File: src/cbrf_pkg.sv
`timescale 1ns / 1ps

package cbrf_pkg;

  // Field widths fixed by the item format
  localparam int CNT_W     = 5;
  localparam int CHUNK_MAX = 16;
  localparam int LANE_W    = 64;

  // Operation codes
  localparam logic OP_WRITE = 1'b0;
  localparam logic OP_READ  = 1'b1;

  // Result status codes
  localparam logic [1:0] ST_DONE    = 2'd0;
  localparam logic [1:0] ST_NO_ROOM = 2'd1;
  localparam logic [1:0] ST_REAPING = 2'd2;

  // Input beat
  typedef struct packed {
    logic              op;
    logic [CNT_W-1:0]  byte_count;
    logic [LANE_W-1:0] data_lo;
    logic [LANE_W-1:0] data_hi;
  } in_item_t;

  // Result beat
  typedef struct packed {
    logic [CNT_W-1:0]  moved_count;
    logic [LANE_W-1:0] read_lo;
    logic [LANE_W-1:0] read_hi;
    logic [1:0]        status;
    logic              reject_flag;
    logic              notify_writer;
  } out_item_t;

  // Controller to datapath
  typedef struct packed {
    logic load;    // latch beat, decide length and status
    logic step;    // move one byte
    logic commit;  // update cursors and flag, present result
  } dp_cmd_t;

  // Datapath to controller
  typedef struct packed {
    logic moves_done;  // all bytes of this beat issued
  } dp_sts_t;

endpackage

File: src/cbrf_ctrl.sv
`timescale 1ns / 1ps

module cbrf_ctrl (
  input  logic              clk,
  input  logic              rst_n,
  input  logic              start,
  input  cbrf_pkg::dp_sts_t sts,
  output cbrf_pkg::dp_cmd_t cmd,
  output logic              busy
);

  import cbrf_pkg::*;

  typedef enum logic [1:0] {
    S_IDLE,
    S_RUN,
    S_DRAIN,
    S_FINISH
  } state_t;

  state_t state_r;
  logic   busy_r;

  // State and busy flag
  always_ff @(posedge clk) begin
    if (!rst_n) begin
      state_r <= S_IDLE;
      busy_r  <= 1'b0;
    end else begin
      case (state_r)
        S_IDLE: begin
          if (start) begin
            state_r <= S_RUN;
            busy_r  <= 1'b1;
          end
        end
        S_RUN: begin
          if (sts.moves_done) begin
            state_r <= S_DRAIN;
          end
        end
        S_DRAIN: begin
          state_r <= S_FINISH;
        end
        S_FINISH: begin
          state_r <= S_IDLE;
          busy_r  <= 1'b0;
        end
        default: begin
          state_r <= S_IDLE;
          busy_r  <= 1'b0;
        end
      endcase
    end
  end

  // Command decode
  always_comb begin
    cmd.load   = (state_r == S_IDLE) && start;
    cmd.step   = (state_r == S_RUN) && !sts.moves_done;
    cmd.commit = (state_r == S_FINISH);
  end

  assign busy = busy_r;

endmodule

File: config.mk
export PLATFORM = sky130hd
export DESIGN_NAME = cbrf_ctrl
export DESIGN_NICKNAME = d
export VERILOG_FILES = /design/src/cbrf_pkg.sv /design/src/cbrf_ctrl.sv
export SDC_FILE = /design/constraint.sdc
export NUM_CORES = 1
export LEC_CHECK = 0
export BUFFER_PORTS_ARGS = -buffer_cell sky130_fd_sc_hd__buf_2
export CORE_AREA = 5 5 42 44
export DETAILED_ROUTE_END_ITERATION = 12
export DIE_AREA = 0 0 47 49
export SLEW_MARGIN = 25
export SYNTH_ARGS = -nofsm -noshare
export SYNTH_HDL_FRONTEND = slang
export SYNTH_SLANG_ARGS = --single-unit
File: constraint.sdc
create_clock -name clk -period 1.6 [get_ports clk]
set_clock_uncertainty 0.1 [all_clocks]
set_input_delay 0.32 -clock clk [delete_from_list [all_inputs] [get_ports clk]]
set_output_delay 0.32 -clock clk [all_outputs]
set_load 0.01 [all_outputs]
==> results.py <==
metrics = {
    "run_status": {
        "status": "finished, final reports clean",
    },
    "floorplan": {
        "die_h_um": 49,
        "io_pins": 8,
        "rows": 14,
        "die_x_um": 47,
        "core_area_um2": 1400,
        "initial_utilization": 0.158,
        "dieArea_um2": 2300,
    },
    "critical_path": {
        "cp-endpoint": "cmd[2]",
        "critPathKind": "reg -> out",
        "slowest_stage": "dfxtp_4",
        "r2r_slack_ns": 0.34,
        "cp-end-kind": "output port",
        "critPathTopFamily": "flip-flops",
        "critical-path-max-stage-delay_ns": 0.35,
        "path_buf_inv": 3,
        "arrival_ns": 1.09,
        "cp_data_required_time_ns": 1.18,
        "worstSetupStartpoint": "state_r[0]$_SDFFE_PN0P_",
        "reg2reg_depth": 5,
        "worst-path-max-fanout": 4,
        "start_kind": "flip-flop",
        "r2r-start": "state_r[1]$_SDFFE_PN0P_",
        "r2r-end": "state_r[0]$_SDFFE_PN0P_",
        "crit_cells": 5,
        "path_cells": "inv_2 > ha_4 > inv_1 > nor2_2 > buf_2",
    },
    "finish": {
        "layout.cells.most_common": "buf_2",
        "final_area_um2": 330,
        "final_cell_mix": "buf_2 (7), ha_1 (4), inv_2 (3), nand2_1 (3), clkbuf_4 (3)",
        "antennaDiodeCount": 0,
        "syn_to_final_growth_pct": 49.2,
        "drive_gt1_frac": 0.556,
        "final_core_util": 0.236,
        "final_nets": 46,
        "instances_no_fill": 52,
        "fill_cells": 161,
    },
    "power_and_ir_drop": {
        "power.leakage_uw": 0.000163,
        "ir_worst_vdd_uv": 315,
        "cellPowerDensity_nw_per_um2": 1700,
    },
    "clock_network": {
        "cts_tree": "yes",
        "hold_buffers": 0,
        "clock_latency_ns": 0.23,
        "numCtsBuffers": 3,
        "clkTransAtPathRegs_ns": 0.04,
        "cts_max_path_buffers": 2,
        "cts_sinks": 3,
        "cts-root-buf": "clkbuf_4",
        "ctsHtreeMaxLevel": 1,
    },
    "logic_synthesis": {
        "ys_types": 13,
        "synth-warning-count": 0,
        "ys_ff_latch": 3,
        "synth.top_cell.area_share": 0.282,
        "yosysTopAreaCell": "ha_1",
        "syn_area_per_cell_um2": 9.23,
        "synthTopCellsByArea": "ha_1 (28%), dfxtp_1 (27%), mux2i_1 (9.0%)",
        "synth.net_count": 33,
        "syn_area_um2": 221,
        "syn_inst": 24,
        "synth-seq-area-share": 0.271,
    },
    "sta": {
        "period_needed_ns": 1.51,
        "tns_ns": 0,
        "maxSlewHeadroom": 0.913,
        "setup_viol": 0,
        "setup_slack_ns": 0.0932,
        "max_freq_mhz": 664,
        "slew_violations": 0,
        "hold_viol_final": 0,
        "fin_crit_sh": 0.942,
        "tightestPinTransition_ns": 0.127,
        "rsz0062_at_grt": "no",
    },
    "detailed_routing": {
        "vias_per_cell": 3.67,
        "top_layer": "met3",
        "final_antenna_net_count": 0,
        "route.vias.total": 191,
        "drt_wl_total_um": 445,
        "dr_wl_met2_um": 234,
        "drt_iter0_drc": 1,
        "routedWlPerCell_um": 8.56,
        "drc": 0,
        "wl_met3_um": 50,
        "drt_first_pass_iters": 2,
        "met1_length_um": 160,
    },
    "placed_design": {
        "detailed_place.area_um2": 277,
        "place_inst": 47,
        "dp_worst_setup_slack_ns": 0.214,
        "io_buffers": 7,
        "dp_hpwl_um": 323,
        "finalWeightedCongestion": 0.646,
    },
    "global_route": {
        "grt_max_degree": 7,
        "gr-usage-all-layers": 0.0443,
        "grt_pass1_wl_um": 641,
        "grt_overflow_total": 0,
        "grt_pass1_vias": 163,
        "grt_antenna_before_repair": 0,
    },
    "worst_hold_path": {
        "hp-class": "in -> reg",
        "holdPathStages": 3,
    },
    "flow_run": {
        "maxCapViolations": 0,
    },
}
metal layers:
layer / up-vias / GRT usage
met3: 0 / 0.0185
met1: 83 / 0.0417
met2: 7 / 0.0475
met4: 0 / 0.0829
li1: 101 / -
met5: - / 0
layout make-up:
type | count | area (um2) | share of cell area
flip-flops and latches | 3 | 65.1 | 0.197
clock buffers | 4 | 26.3 | 0.0795
well taps | 16 | 20.0 | 0.0606
repair buffers | 8 | 42.5 | 0.129
multi-input cells | 17 | 161 | 0.489
inverters | 4 | 15.0 | 0.0455
Yosys cell counts:
library cell,number
o21ai_1,1
nor2b_4,1
dfxtp_1,3
mux2i_1,2
a32o_1,1
nor2_1,1
inv_1,3
o21ai_0,1
nor2b_1,1
ha_1,5
nand2_1,3
a21oi_2,1
inv_2,1
tightest hold or removal path: cells and delay by family:
kind,cells,cell delay [ns]
and+or+nand+nor,1,0.07
muxes,1,0.05
buffers and inverters,1,0.14
repair_timing:
item | 4_1_cts | 5_1_grt
setup endpoints to repair | 1 | 2
hold endpoints to repair | 0 | 0
pin swaps | 0 | 1
gates resized for setup | 4 | 4
buffers inserted | 0 | 1
worst min-delay path by stage:
stage,end,slack [ns],from
after global placement,busy$_SDFFE_PN0P_,0.39,busy$_SDFFE_PN0P_
after floorplan,state_r[1]$_SDFFE_PN0P_,0.37,rst_n
after detailed placement,busy$_SDFFE_PN0P_,0.39,busy$_SDFFE_PN0P_
final,state_r[1]$_SDFFE_PN0P_,0.29,rst_n
after CTS,state_r[1]$_SDFFE_PN0P_,0.30,rst_n
after global routing,state_r[1]$_SDFFE_PN0P_,0.30,rst_n
state kept, by name, indices dropped and copies added (netlist names):
name and cells:
state_r 2, busy 1
metrics by stage:
| step | total power, uW | hold slack (ns) |
|---|---|---|
| 2_1_floorplan | 305 | 0.366 |
| 3_3_place_gp | 366 | 0.385 |
| 3_5_place_dp | 366 | 0.389 |
| 4_1_cts | 519 | 0.297 |
| 5_1_grt | 628 | 0.299 |
| 6_report | 561 | 0.293 |
cell families (layout without fill, tap and decap cells):
kind of cell | Yosys count | in the layout | share of synthesized area
buf+inv | 4 | 16 | 0.0678
mux | 2 | 2 | 0.0904
flops | 3 | 3 | 0.271
simple gates | 6 | 6 | 0.158
fa+ha+maj | 5 | 5 | 0.282
compound gates | 4 | 4 | 0.130
report_power, final:
| group | leakage (uW) | total, uW | switching, uW | internal (uW) |
|---|---|---|---|---|
| Clock | 0.0000150 | 130 | 36.9 | 93.3 |
| Combinational | 0.000122 | 282 | 141 | 141 |
| Sequential | 0.0000259 | 150 | 32.0 | 118 |
Note: power is estimated with default switching activity, not from simulation.
